## config.mk

```make
export PLATFORM = sky130hd
export DESIGN_NAME = voxel_column_run_length_encoder
export DESIGN_NICKNAME = d
export VERILOG_FILES = /design/src/hw/rtl/vcrle_pkg.sv /design/src/hw/rtl/vcrle_seg_queue.sv /design/src/hw/rtl/voxel_column_run_length_encoder.sv
export VERILOG_INCLUDE_DIRS = /design/src /design/src/hw/rtl
export SDC_FILE = /design/constraint.sdc
export NUM_CORES = 1
export LEC_CHECK = 0
export BUFFER_PORTS_ARGS = -buffer_cell sky130_fd_sc_hd__clkbuf_2
export CAP_MARGIN = 20
export CORE_MARGIN = 1
export CORE_UTILIZATION = 35
export CTS_CLUSTER_SIZE = 10
export DETAILED_ROUTE_END_ITERATION = 12
export PLACE_DENSITY = 0.53
export REMOVE_ABC_BUFFERS = 1
export SYNTH_ARGS = -nofsm -noshare
export SYNTH_HDL_FRONTEND = slang
export SYNTH_SLANG_ARGS = --single-unit
```

## constraint.sdc

```tcl
create_clock -name clk -period 9.86 [get_ports clk]
set_input_delay 1.479 -clock clk [delete_from_list [all_inputs] [get_ports clk]]
set_output_delay 1.479 -clock clk [all_outputs]
set_load 0.05 [all_outputs]
```

## src/hw/rtl/voxel_column_run_length_encoder_assert.svh

```systemverilog
// Assertion helpers shared by the encoder modules.
// Each macro expects signals named clk and rst_n in the calling scope.
`ifndef VOXEL_COLUMN_RUN_LENGTH_ENCODER_ASSERT_SVH
`define VOXEL_COLUMN_RUN_LENGTH_ENCODER_ASSERT_SVH

// Same-cycle implication, checked out of reset.
`define VCRLE_ASSERT_NOW(label, ante, cons, msg) \
  label: assert property (@(posedge clk) disable iff (!rst_n) (ante) |-> (cons)) \
    else $error(msg);

// Next-cycle implication, checked out of reset.
`define VCRLE_ASSERT_NEXT(label, ante, cons, msg) \
  label: assert property (@(posedge clk) disable iff (!rst_n) (ante) |=> (cons)) \
    else $error(msg);

`endif

```

## src/hw/rtl/vcrle_pkg.sv

```systemverilog
`default_nettype none

package vcrle_pkg;

  // Column height limits and the configuration register
  localparam int unsigned MAX_HEIGHT   = 256;
  localparam int unsigned MAX_SEGMENTS = 65536;
  localparam int unsigned CFG_W        = 9;
  localparam int unsigned POS_W        = $clog2(MAX_HEIGHT + 1);
  localparam logic [CFG_W-1:0] HEIGHT_RESET = CFG_W'(32);

  // Field widths
  localparam int unsigned COLOR_W  = 8;
  localparam int unsigned FACES_W  = 6;
  localparam int unsigned LEN_W    = 9;
  localparam int unsigned SEGNUM_W = 16;
  localparam int unsigned COLNUM_W = 16;
  localparam int unsigned COLSEG_W = 9;

  // Segment counter saturates at the smaller of the two limits
  localparam int unsigned SEG_LIMIT =
    ((MAX_SEGMENTS - 1) > 65535) ? 65535 : (MAX_SEGMENTS - 1);

  // Stream payload widths
  localparam int unsigned IN_W  = 16;
  localparam int unsigned OUT_W = 80;

  // Result queue geometry
  localparam int unsigned QDEPTH = 4;
  localparam int unsigned QPTR_W = $clog2(QDEPTH);
  localparam int unsigned QCNT_W = $clog2(QDEPTH + 1);

  typedef struct packed {
    logic [COLSEG_W-1:0] col_segs;
    logic [SEGNUM_W-1:0] col_first;
    logic                col_end;
    logic [COLNUM_W-1:0] col_num;
    logic [SEGNUM_W-1:0] seg_num;
    logic [LEN_W-1:0]    length;
    logic [FACES_W-1:0]  faces;
    logic [COLOR_W-1:0]  color;
  } seg_t;

  // Up to two segments produced by one voxel, d0 ahead of d1
  typedef struct packed {
    logic v0;
    logic v1;
    seg_t d0;
    seg_t d1;
  } push_t;

endpackage

`default_nettype wire

```

## src/hw/rtl/vcrle_seg_queue.sv

```systemverilog
`default_nettype none

module vcrle_seg_queue (
  input  wire logic           clk,
  input  wire logic           rst_n,
  input  wire vcrle_pkg::push_t push,
  output logic                room,
  output logic                out_valid,
  input  wire logic           out_ready,
  output vcrle_pkg::seg_t     out_seg
);
  import vcrle_pkg::*;

  seg_t              q_r [QDEPTH];
  logic [QPTR_W-1:0] wr_ptr_r, wr_ptr_nxt;
  logic [QPTR_W-1:0] rd_ptr_r, rd_ptr_nxt;
  logic [QCNT_W-1:0] cnt_r, cnt_nxt;
  logic [QCNT_W-1:0] n_push;
  logic              pop;
  seg_t              first_seg;

  // Keep space for a two-segment voxel at all times
  assign room      = (cnt_r <= QCNT_W'(QDEPTH - 2));
  assign out_valid = (cnt_r != '0);
  assign out_seg   = q_r[rd_ptr_r];
  assign pop       = out_valid && out_ready;

  // Compact the pushes so the lone segment lands at the write pointer
  assign n_push    = QCNT_W'(push.v0) + QCNT_W'(push.v1);
  assign first_seg = push.v0 ? push.d0 : push.d1;

  always_comb begin
    wr_ptr_nxt = wr_ptr_r + QPTR_W'(n_push);
    rd_ptr_nxt = pop ? rd_ptr_r + QPTR_W'(1) : rd_ptr_r;
    cnt_nxt    = cnt_r + n_push - QCNT_W'(pop);
  end

  always_ff @(posedge clk) begin
    if (!rst_n) begin
      wr_ptr_r <= '0;
      rd_ptr_r <= '0;
      cnt_r    <= '0;
    end else begin
      wr_ptr_r <= wr_ptr_nxt;
      rd_ptr_r <= rd_ptr_nxt;
      cnt_r    <= cnt_nxt;
    end
  end

  // Store segment data
  always_ff @(posedge clk) begin
    if (push.v0 || push.v1) begin
      q_r[wr_ptr_r] <= first_seg;
    end
    if (push.v0 && push.v1) begin
      q_r[wr_ptr_r + QPTR_W'(1)] <= push.d1;
    end
  end

`include "voxel_column_run_length_encoder_assert.svh"

  `VCRLE_ASSERT_NOW(a_cnt_bound, 1'b1, cnt_r <= QCNT_W'(QDEPTH), "queue count overflow")
  `VCRLE_ASSERT_NOW(a_push_room, push.v0 || push.v1, room, "segment pushed without room")
  `VCRLE_ASSERT_NEXT(a_pop_only, pop && !push.v0 && !push.v1, cnt_r == $past(cnt_r) - QCNT_W'(1), "pop did not drain one entry")

endmodule

`default_nettype wire

```

## src/hw/rtl/voxel_column_run_length_encoder.sv

```systemverilog
`default_nettype none

// Run-length encoder for voxel columns. Voxels arrive on in_tdata one per
// transfer, each column bottom to top with column_height voxels (0 acts as
// 1, values above 256 act as 256). Every run of equal color and face mask
// leaves as one 80-bit segment on out_tdata; out_tlast marks a column's last
// segment, which also carries the column's first segment number and segment
// count (both zero on other segments). A column that is one empty run sends
// nothing. The block takes one voxel per cycle while in_tready is high: a
// voxel is encoded in the cycle it is accepted and its segments go into a
// four-entry result queue, from which they are offered in order on out_tvalid.
// in_tready drops while that queue holds more than two segments; with
// out_tready held high the queue never gets there, so the input side stalls
// only while the output side falls behind. cfg_ready is always high; write
// column_height only while the block is idle.
module voxel_column_run_length_encoder (
  input  wire logic                       clk,
  input  wire logic                       rst_n,
  // in_tdata: voxel_color[7:0], voxel_faces[13:8], zero[15:14]
  input  wire logic                       in_tvalid,
  output logic                            in_tready,
  input  wire logic [vcrle_pkg::IN_W-1:0] in_tdata,
  // out_tdata: seg_color, seg_faces, seg_length, seg_number, column_number,
  //            column_first, column_segments (lowest bit up)
  output logic                            out_tvalid,
  input  wire logic                       out_tready,
  output logic [vcrle_pkg::OUT_W-1:0]     out_tdata,
  output logic                            out_tlast,
  input  wire logic                       cfg_valid,
  output logic                            cfg_ready,
  input  wire logic [vcrle_pkg::CFG_W-1:0] cfg_data
);
  import vcrle_pkg::*;

  logic [CFG_W-1:0]    height_r;
  logic [POS_W-1:0]    pos_r, pos_nxt;
  logic [COLOR_W-1:0]  run_color_r, run_color_nxt;
  logic [FACES_W-1:0]  run_faces_r, run_faces_nxt;
  logic [LEN_W-1:0]    run_count_r, run_count_nxt;
  logic [COLSEG_W-1:0] col_seg_r, col_seg_nxt;
  logic [SEGNUM_W-1:0] col_first_r, col_first_nxt;
  logic [SEGNUM_W-1:0] total_r, total_nxt;
  logic [COLNUM_W-1:0] col_cnt_r, col_cnt_nxt;

  logic [COLOR_W-1:0]  in_color;
  logic [FACES_W-1:0]  in_faces;
  logic [CFG_W-1:0]    height_eff;
  logic [POS_W-1:0]    pos_inc;
  logic                in_xfer;
  logic                col_start, run_break, col_done, emit_last;
  logic [SEGNUM_W-1:0] total_mid;
  push_t               push;
  logic                room;
  seg_t                out_seg;

  assign in_color  = in_tdata[COLOR_W-1:0];
  assign in_faces  = in_tdata[COLOR_W+FACES_W-1:COLOR_W];
  assign in_xfer   = in_tvalid && in_tready;
  assign in_tready = room;
  assign cfg_ready = 1'b1;

  // Clamp the configured height
  always_comb begin
    height_eff = height_r;
    if (height_r == '0) begin
      height_eff = CFG_W'(1);
    end else if (height_r > CFG_W'(MAX_HEIGHT)) begin
      height_eff = CFG_W'(MAX_HEIGHT);
    end
  end

  // Encode one voxel against the open run
  always_comb begin
    col_start = (pos_r == '0);
    run_break = !col_start && ((in_color != run_color_r) || (in_faces != run_faces_r));

    total_mid = total_r;
    if (run_break && (total_r < SEGNUM_W'(SEG_LIMIT))) begin
      total_mid = total_r + SEGNUM_W'(1);
    end

    col_seg_nxt   = col_start ? '0 : (run_break ? col_seg_r + COLSEG_W'(1) : col_seg_r);
    col_first_nxt = col_start ? total_r : col_first_r;

    if (col_start || run_break) begin
      run_color_nxt = in_color;
      run_faces_nxt = in_faces;
      run_count_nxt = LEN_W'(1);
    end else begin
      run_color_nxt = run_color_r;
      run_faces_nxt = run_faces_r;
      run_count_nxt = run_count_r + LEN_W'(1);
    end

    pos_inc   = pos_r + POS_W'(1);
    col_done  = (CFG_W'(pos_inc) >= height_eff);
    emit_last = col_done && !((col_seg_nxt == '0) && (run_color_nxt == '0));
    pos_nxt   = col_done ? '0 : pos_inc;

    total_nxt = total_mid;
    if (emit_last && (total_mid < SEGNUM_W'(SEG_LIMIT))) begin
      total_nxt = total_mid + SEGNUM_W'(1);
    end

    col_cnt_nxt = col_cnt_r;
    if (col_done && (col_cnt_r != '1)) begin
      col_cnt_nxt = col_cnt_r + COLNUM_W'(1);
    end
  end

  // Build the closed run and the column's final run
  always_comb begin
    push.v0          = in_xfer && run_break;
    push.d0.color    = run_color_r;
    push.d0.faces    = run_faces_r;
    push.d0.length   = run_count_r;
    push.d0.seg_num  = total_r;
    push.d0.col_num  = col_cnt_r;
    push.d0.col_end  = 1'b0;
    push.d0.col_first = '0;
    push.d0.col_segs = '0;

    push.v1          = in_xfer && emit_last;
    push.d1.color    = run_color_nxt;
    push.d1.faces    = run_faces_nxt;
    push.d1.length   = run_count_nxt;
    push.d1.seg_num  = total_mid;
    push.d1.col_num  = col_cnt_r;
    push.d1.col_end  = 1'b1;
    push.d1.col_first = col_first_nxt;
    push.d1.col_segs = col_seg_nxt + COLSEG_W'(1);
  end

  // Advance encoder state on each voxel transfer
  always_ff @(posedge clk) begin
    if (!rst_n) begin
      height_r    <= HEIGHT_RESET;
      pos_r       <= '0;
      run_color_r <= '0;
      run_faces_r <= '0;
      run_count_r <= '0;
      col_seg_r   <= '0;
      col_first_r <= '0;
      total_r     <= '0;
      col_cnt_r   <= '0;
    end else begin
      if (cfg_valid && cfg_ready) begin
        height_r <= cfg_data;
      end
      if (in_xfer) begin
        pos_r       <= pos_nxt;
        run_color_r <= run_color_nxt;
        run_faces_r <= run_faces_nxt;
        run_count_r <= run_count_nxt;
        col_seg_r   <= col_seg_nxt;
        col_first_r <= col_first_nxt;
        total_r     <= total_nxt;
        col_cnt_r   <= col_cnt_nxt;
      end
    end
  end

  vcrle_seg_queue u_queue (
    .clk       (clk),
    .rst_n     (rst_n),
    .push      (push),
    .room      (room),
    .out_valid (out_tvalid),
    .out_ready (out_tready),
    .out_seg   (out_seg)
  );

  assign out_tdata = {out_seg.col_segs, out_seg.col_first, out_seg.col_num,
                      out_seg.seg_num, out_seg.length, out_seg.faces, out_seg.color};
  assign out_tlast = out_seg.col_end;

`include "voxel_column_run_length_encoder_assert.svh"

  `VCRLE_ASSERT_NOW(a_pos_bound, 1'b1, pos_r < POS_W'(MAX_HEIGHT),
                    "column position past maximum height")
  `VCRLE_ASSERT_NOW(a_seg_vs_pos, pos_r != '0, COLSEG_W'(col_seg_r) < COLSEG_W'(pos_r),
                    "more segments than voxels in column")
  `VCRLE_ASSERT_NEXT(a_total_mono, 1'b1, total_r >= $past(total_r),
                     "segment counter went backward")

endmodule

`default_nettype wire
```

# --- Word-level counts from Yosys, hierarchy flattened ---
# Memory sizes are Yosys's and may differ from the RTL's. A register that Yosys moved wholly into a read port is not among the register bits.
# Index checks and enable logic that the tools add are counted.
# Widths: inputs -> output; s select.
classes:
  n_addsub: 13
  n_lt_le_gt_ge: 5
  reduce_logical: 22
  n_mux: 18
  eq_ne: 3
op_table:
  columns: ["operator", "n"]
  rows:
  - ["$mux 81", 1]
  - ["$mux 9", 6]
  - ["$add 16x1->16 const B", 3]
  - ["$mux 16", 3]
  - ["$add 9x1->9 const B", 4]
  - ["$lt 16x16->1 const B", 2]
  - ["$logic_not 9->1", 3]
  - ["$ne 16x16->1 const B", 1]
  - ["$logic_and 1x1->1", 11]
  - ["$ge 9x9->1", 1]
  - ["$gt 9x9->1 const B", 1]
  - ["$logic_not 8->1", 1]
  - ["$mux 8", 1]
  - ["$ne 8x8->1", 1]
  - ["$mux 6", 1]
  - ["$ne 6x6->1", 1]
  - ["$add 2x1->2 const B", 2]
  - ["$mux 1", 4]
  - ["$mux 2", 2]
  - ["$add 3x3->3", 1]
  - ["$le 3x2->1 const B", 1]
  - ["$logic_or 1x1->1", 3]
  - ["$reduce_bool 3->1", 1]
  - ["$sub 3x1->3", 1]
  - ["4 further kinds", 5]
word_totals:
  ramBits: 324
  input_bits: 30
  word_cells: 74
  memories: 1
  output_inout_bits: 84
  ff_bits: 105
memory_table:
  columns: ["memory", "words", "word_bits", "read_ports", "rd_clocked_by_memory_dff", "wr", "line_no", "source"]
  rows:
  - ["u_queue.q_r", 4, 81, 1, 1, 2, "vcrle_seg_queue.sv:14", "seg_t q_r [QDEPTH];"]

# --- Longest topological paths before layout ---
# Gate-level depths: netlist of the first run.
depth:
  word_depth: 13
  depth_mapped: 27
  depth_no_buf: 21

# --- Modules after synthesis ---
# From an unflattened synthesis of the first run, not the netlist that was laid out.
unflattened:
  cells_unflattened: 1672
  hier_area_um2: 22118.7
by_module_without_submodules:
  columns: ["mod", "seq_area_each_um2", "cells_each", "n_inst", "area_per_inst_um2"]
  rows:
  - ["vcrle_seg_queue", 9909.5, 836, 1, 16084.2]
  - ["voxel_column_run_length_encoder", 1961.9, 836, 1, 6034.5]

# --- Worst setup path before layout of the first run ---
# Ideal clock, no wire load.
synth_path:
  path_kind: "in2reg"
  from: "input in_tdata[7] (netlist name)"
  to: "memory u_queue.q_r[2][0] (netlist name), enable pin"
  t_arrival_ns: 7.252
  setup_time_ns: 0.472
  setup_slack_ns: 2.136
  path_stages: 23
  path_cell_list: "buf_2 -> xor2_1 -> nor4_2 -> and4_4 -> buf_2 -> buf_6 -> nand2_1 -> a21oi_1 -> inv_1 -> ha_1 -> nand4_1 -> nor4_1 -> a21oi_2 -> buf_4 -> nand2_1 -> inv_1 -> ha_1 -> clkbuf_1 -> inv_1 -> nor3b_1 -> nor2_1 -> inv_1 -> clkbuf_1"
synth_rtl:
  columns: ["element", "line_no", "source"]
  rows:
  - ["start, declared", "voxel_column_run_length_encoder.sv:22", "input wire logic [vcrle_pkg::IN_W-1:0] in_tdata,"]
  - ["end, declared", "vcrle_seg_queue.sv:14", null]

==> results.txt, run 1 <==
Max-cap check violation count: 0
Synth Cell Area: 20900 sq um
Fillers: 5731
Worst min-delay path class: reg -> reg
Fin area: 23700 sq um
Crit path kind: in -> reg
Hold Vio Cnt, Final: 0
Final ANT Viol Nets: 0
Delay-heaviest family, CP: simple AND/OR/NAND/NOR gates
Drt wl/cell: 21.6 um
Worst relative slew slack: 0.300
RSZ-0062 raised after global routing: false
First-pass GRT wire length: 88.8 mm
Max Fclk: 140 MHz
Setup Fix Bufs, Post-CTS: 0
Number of global-route vias before repair: 14700
CTS root buffer: clkbuf_16
Crit start category: input port
Pre-Repair DR Iteration Count: 5
Antenna diodes: 0
Die height: 246 um
Post-Syn Area per Cell: 11.5 sq um
CTS H-Tree Depth: 2
Async set-reset flop share out of synthesis: 0
Static Leak: 7.61 nW
Seq/Total Area, Yosys: 0.566
Cells resized by post-CTS repair: 0
Num CTS Buffers: 51
I/O pin count: 114
TritonCTS clock tree: built
DP Area: 22100 sq um
CP Buf/Inv Count: 7
Synth Register Bits: 431
Slowest Stage Delay on Critical Path: 900 ps
Worst Path Arrival: 7550 ps
Clk buf depth: 3
Post-synthesis cell type count: 70
Via/cell ratio: 5.52
Die width: 246 um
Setup violators final: 0
Gpl congestion: 0.861
Total GRT Usage: 0.192
Final net count: 1928
Area Overhead vs Synth: 13.4%
Drt drc: 0
Status: finished, final reports clean
Crit-path max FO: 17
Clock-pin slew on the worst setup and hold paths: 60 ps
Max IR drop VDD: 0.178 mV
Number of core rows: 89
Clk Latency, worst-skew pair: 590 ps
CTS sink cnt: 431
DIE AREA: 60700 sq um
Non-Filler Instances: 2689
Initial Utilization: 0.354
Pins over their slew limit: 0
# hold bufs at CTS: 0
IO buf count: 110
Ys flop type: edfxtp_1
DP Cell Count: 2591
Initial antenna violation count: 0
Crit path required time: 10260 ps
Cell count after synthesis: 1821
Fraction of layout cells with a size suffix above 1: 0.165
Final Skew: 21.4 ps
Pin count of the biggest net entering global routing: 65
Routed vias: 14900
Final period util: 0.725
Initial DRC count: 1162
Final WL: 58.1 mm
Grt ovf: 0
Final Critical Period: 7140 ps
CP endpoint kind: flop
Number of synthesized flops with an enable pin: 320
Pwr Density: 230 nW/um^2
Worst slew pin tran: 1050 ps
Slowest cell on crit path: nor2_2
Hpwl dp: 34.3 mm
Core area: 59000 sq um
Setup TNS Final: 0 ps
Synth warn: 0
CP cell instances: clkbuf_2 > xor2_1 > nor4_2 > nand4_1 > xnor2_1 > nor2_1 > inv_1 > ha_1 > nand4_1 > nor4_1 > a21oi_2 > buf_4 > nand2_1 > inv_1 > ha_1 > inv_1 > mux2i_2 > buf_4 > nand2_1 > nor2_2 > buf_4 > nand2_1 > o21ai_0
worst paths after layout:
| path | startpoint | end | slack [ps] | cells after the start |
|---|---|---|---|---|
| hold reg to reg | u_queue.q_r[0][55]$_SDFFE_PP1P_ | u_queue.q_r[0][55]$_SDFFE_PP1P_ | 450 | 2 |
| setup / recovery | in_tdata[6] | u_queue.q_r[3][29]$_DFFE_PP_ | 2720 | 23 |
| hold / removal | u_queue.q_r[0][55]$_SDFFE_PP1P_ | u_queue.q_r[0][55]$_SDFFE_PP1P_ | 450 | 2 |
| setup reg to reg | run_color_r[6]$_SDFFE_PN0P_ | u_queue.q_r[3][29]$_DFFE_PP_ | 3390 | 22 |
routing by layer:
| layer | track usage | share of wire |
|---|---|---|
| met4 | 0.0612 | 0.025 |
| met3 | 0.0329 | 0.058 |
| met2 | 0.312 | 0.48 |
| met1 | 0.260 | 0.44 |
| met5 | 0 | 0 |
area by class of cell:
type / instances / area [sq um] / share of cell area
inverter: 28 / 114 / 0.00481
tap: 773 / 967 / 0.0408
clock inverter: 5 / 67.6 / 0.00285
clock buffer: 91 / 1470 / 0.0619
multi-input combinational: 1220 / 8440 / 0.356
sequential: 431 / 11800 / 0.500
timing repair buffer: 141 / 803 / 0.0339
worst register-to-register path, stage by stage (launching register included):
cell	delay, ps
dfxtp_1	430
xor2_1	130
nor4_2	420
nand4_1	580
xnor2_1	290
nor2_1	480
inv_1	100
ha_1	200
nand4_1	100
nor4_1	80
a21oi_2	150
buf_4	240
nand2_1	130
inv_1	100
ha_1	340
inv_1	160
mux2i_2	170
buf_4	290
nand2_1	360
nor2_2	900
buf_4	350
nand2_1	70
o21ai_0	220
power by group:
| part | internal, mW | total [mW] | switching (mW) |
|---|---|---|---|
| logic | 0.439 | 1.52 | 1.08 |
| registers | 2.05 | 2.17 | 0.120 |
| clock network | 1.03 | 1.76 | 0.737 |
cells in the final DEF (no fill, tap or decap), types with 8 or more instances in the layout:
| cell | count |
|---|---|
| or3_1 | 20 |
| a311oi_1 | 16 |
| dfxtp_1 | 109 |
| nand4_1 | 12 |
| o21ai_0 | 92 |
| mux4_2 | 81 |
| buf_4 | 30 |
| xor2_1 | 35 |
| clkbuf_1 | 37 |
| nand3_1 | 35 |
| xnor2_1 | 23 |
| clkbuf_16 | 52 |
| ha_1 | 24 |
| clkbuf_2 | 110 |
| nor2b_1 | 8 |
| and2_1 | 63 |
| nor3_1 | 11 |
| and3_1 | 39 |
| o22ai_1 | 13 |
| mux2i_1 | 33 |
| nor2_1 | 190 |
| a22o_1 | 62 |
| inv_1 | 22 |
| nand2_1 | 214 |
| a21oi_1 | 133 |
| edfxtp_1 | 320 |
state kept, by name, summed over array words and instances (netlist names), 9 cells and up, named ones only:
signal	count
height_r	9
col_cnt_r	16
col_first_r	16
u_queue.q_r	324
run_count_r	9
pos_r	9
total_r	16
col_seg_r	9
Yosys cell counts, drive strengths merged (34+ instances only):
cell type / count / area share
a21oi: 137 / 0.033
a22o: 62 / 0.026
and2: 65 / 0.019
and3: 39 / 0.012
clkbuf: 110 / 0.020
dfxtp: 111 / 0.11
edfxtp: 320 / 0.46
mux2i: 34 / 0.016
mux4: 81 / 0.087
nand2: 216 / 0.039
nand3: 36 / 0.0089
nor2: 196 / 0.035
o21ai: 101 / 0.024
xor2: 35 / 0.015
per-stage QoR:
| stage | worst slack [ps] | power (mW) | util | hold slack (ps) |
|---|---|---|---|---|
| 3_5_place_dp | 1970 | 3.75 | 0.375 | 438 |
| 6_report | 2720 | 5.45 | 0.401 | 448 |
| 5_1_grt | 2450 | 5.67 | 0.401 | 469 |
| 4_1_cts | 2560 | 5.52 | 0.401 | 449 |
| 3_3_place_gp | 2100 | 3.74 | 0.375 | 431 |
| 2_1_floorplan | 1370 | 3.29 | - | 417 |
kinds of logic (layout without fill, tap and decap cells):
kind of cell    after synthesis  after routing  synth area share
simple gates                650            650             0.147
flops                       431            431             0.566
compound gates              371            371             0.111
buf+inv                     170            265            0.0328
mux                         115            115             0.104
xor+xnor                     58             58            0.0243
fa+ha+maj                    25             25            0.0153
other cells                   1              1          0.000179
(Power assumes the default switching activity.)
==> inputs of run 2 (changes only) <==
PLACE_DENSITY = 0.54   (was 0.53)
clock period = 6.4 ns   (was 9.86 ns; I/O delays follow)
==> run 2 against run 1 <==
Effect of this change:
- sequential power up 54%
- combinational power is 57% higher
- setup slack worse by 1600 ps
- flip-flop and latch count unchanged
- core utilization up 0.23 points
- register-to-register slack worse by 2200 ps
- count of clock-buffer cells in the layout is 4 lower
- die area stayed put
- non-clock buffer count increased by 13
- hold slack worse by 1.9 ps
- final area grew 0.57%
- largest cell class unchanged
==> results.txt, run 2 (synthesis results as in run 1) <==
Seq. cell area: 11800 sq um
Final period util: 0.831
Max Fclk: 188 MHz
Fraction of layout cells with a size suffix above 1: 0.171
Die height: 246 um
Worst min-delay path class: reg -> reg
Final net count: 1941
Num CTS Buffers: 51
Final WL: 58.7 mm
Crit-path max FO: 30
RSZ-0062 raised after global routing: false
Hpwl dp: 34.9 mm
Crit path kind: in -> reg
R2r setup slk: 1190 ps
Antenna diodes: 0
Initial Utilization: 0.354
Total GRT Usage: 0.195
Clock-pin slew on the worst setup and hold paths: 60 ps
Largest register FFs: 324
Routed vias: 14900
Grt ovf: 0
Fillers: 5678
Clk Latency, worst-skew pair: 600 ps
Initial DRC count: 1172
CP Launch Point: in_tdata[6]
Max IR drop VDD: 0.213 mV
Final ANT Viol Nets: 0
I/O pin count: 114
CTS H-Tree Depth: 2
Worst r2r src: pos_r[0]$_SDFFE_PN0P_
Multi-input logic area: 8420 sq um
Hold path start: u_queue.q_r[0][55]$_SDFFE_PP1P_
Worst setup margin: 1080 ps
Post-Place Setup Slack: 484 ps
Hold Vio Cnt, Final: 0
Pwr Density: 353 nW/um^2
Drt wl/cell: 21.8 um
Reg2Reg Depth: 19
Crit start category: input port
Pre-Repair DR Iteration Count: 5
Worst Path Arrival: 5750 ps
# hold bufs at CTS: 0
Cells resized by post-CTS repair: 0
Drt drc: 0
Pins over their slew limit: 0
Setup Fix Bufs, Post-CTS: 0
Crit path required time: 6830 ps
Die width: 246 um
Hold path endpoint: u_queue.q_r[0][55]$_SDFFE_PP1P_
Final Skew: 29.5 ps
TritonCTS clock tree: built
Worst Hold Path Cells: 2
CTS sink cnt: 431
Clk buf depth: 3
CP endpoint kind: flop
Pin count of the biggest net entering global routing: 97
Via/cell ratio: 5.51
Util after Layout: 0.404
Number of core rows: 89
Max-cap check violation count: 0
Area Overhead vs Synth: 14.0%
Initial antenna violation count: 0
Number of global-route vias before repair: 14700
Static Leak: 7.69 nW
DIE AREA: 60700 sq um
IO buf count: 110
Worst relative slew slack: 0.310
Most frequent cells in the layout: edfxtp_1, nand2_1, nor2_1
R2R Path End: u_queue.q_r[0][67]$_DFFE_PP_
Biggest register: u_queue.q_r
Final Critical Period: 5320 ps
CTS root buffer: clkbuf_16
Most common library cell in the layout ignoring fill and taps: edfxtp_1
Gpl congestion: 0.894
Status: finished, final reports clean
Worst slew pin tran: 1030 ps
Setup violators final: 0
Core area: 59000 sq um
First-pass GRT wire length: 89.5 mm
## run 2: cell count changes in the layout (fill, tap and decap cells not counted), moves of 2 or more
cell	before	now
nor2_4	2	0
clkbuf_8	2	4
buf_12	0	7
clkinv_1	1	4
nor2_2	4	6
buf_4	30	37
clkbuf_1	37	31
## run 2: power breakdown
part | total [mW] | switching (mW) | internal [mW]
Clock | 2.69 | 1.14 | 1.55
Sequential | 3.34 | 0.182 | 3.15
Combinational | 2.39 | 1.68 | 0.707
## run 2: metrics by stage
step	hold WS, ps	std cells	instance area [sq um]	power, mW	TNS [ps]
floorplan	417	1679	20300	5.07	-149010
global placement	431	2606	22300	5.80	0
detailed placement	435	2606	22300	5.82	0
CTS	445	2700	23800	8.52	0
global route	466	2700	23800	8.74	0
finish	446	2700	23800	8.42	0
## run 2: worst max-delay path: stages
cell and delay [ps]:
clkbuf_2 150, xor2_1 170, nor4_2 400, and4_4 520, nand2_1 90, a21oi_1 350, inv_1 80, ha_1 220
nand4_1 100, nor4_1 80, a21oi_2 280, nand2_1 120, ha_1 300, or3_1 390, and2_1 360, or2_2 670
buf_4 340, nor2_1 130
## run 2: per-layer routing
| metal | share of wire | vias to the layer above | GRT usage | wire length (um) |
|---|---|---|---|---|
| li1 | - | 6865 | - | - |
| met4 | 0.031 | 0 | 0.0675 | 1850 |
| met3 | 0.061 | 117 | 0.0339 | 3570 |
| met2 | 0.47 | 501 | 0.315 | 27700 |
| met1 | 0.44 | 7390 | 0.262 | 25700 |
| met5 | 0 | - | 0 | 0 |
## run 2: area by class of cell
| type | count | area share |
|---|---|---|
| well taps | 773 | 0.0406 |
| flip-flops and latches | 431 | 0.497 |
| inverters | 28 | 0.00478 |
| clock inverters | 7 | 0.00194 |
| repair buffers | 154 | 0.0406 |
| multi-input cells | 1220 | 0.353 |
| clock buffers | 87 | 0.0618 |
## run 2: worst max path at each step
stage	slack [ps]	end
2_1_floorplan	-1580	u_queue.q_r[2][35]$_DFFE_PP_
3_3_place_gp	530	u_queue.q_r[0][28]$_DFFE_PP_
3_5_place_dp	480	u_queue.q_r[0][57]$_DFFE_PP_
4_1_cts	1110	u_queue.q_r[0][57]$_DFFE_PP_
5_1_grt	780	u_queue.q_r[0][28]$_DFFE_PP_
6_report	1080	u_queue.q_r[0][57]$_DFFE_PP_
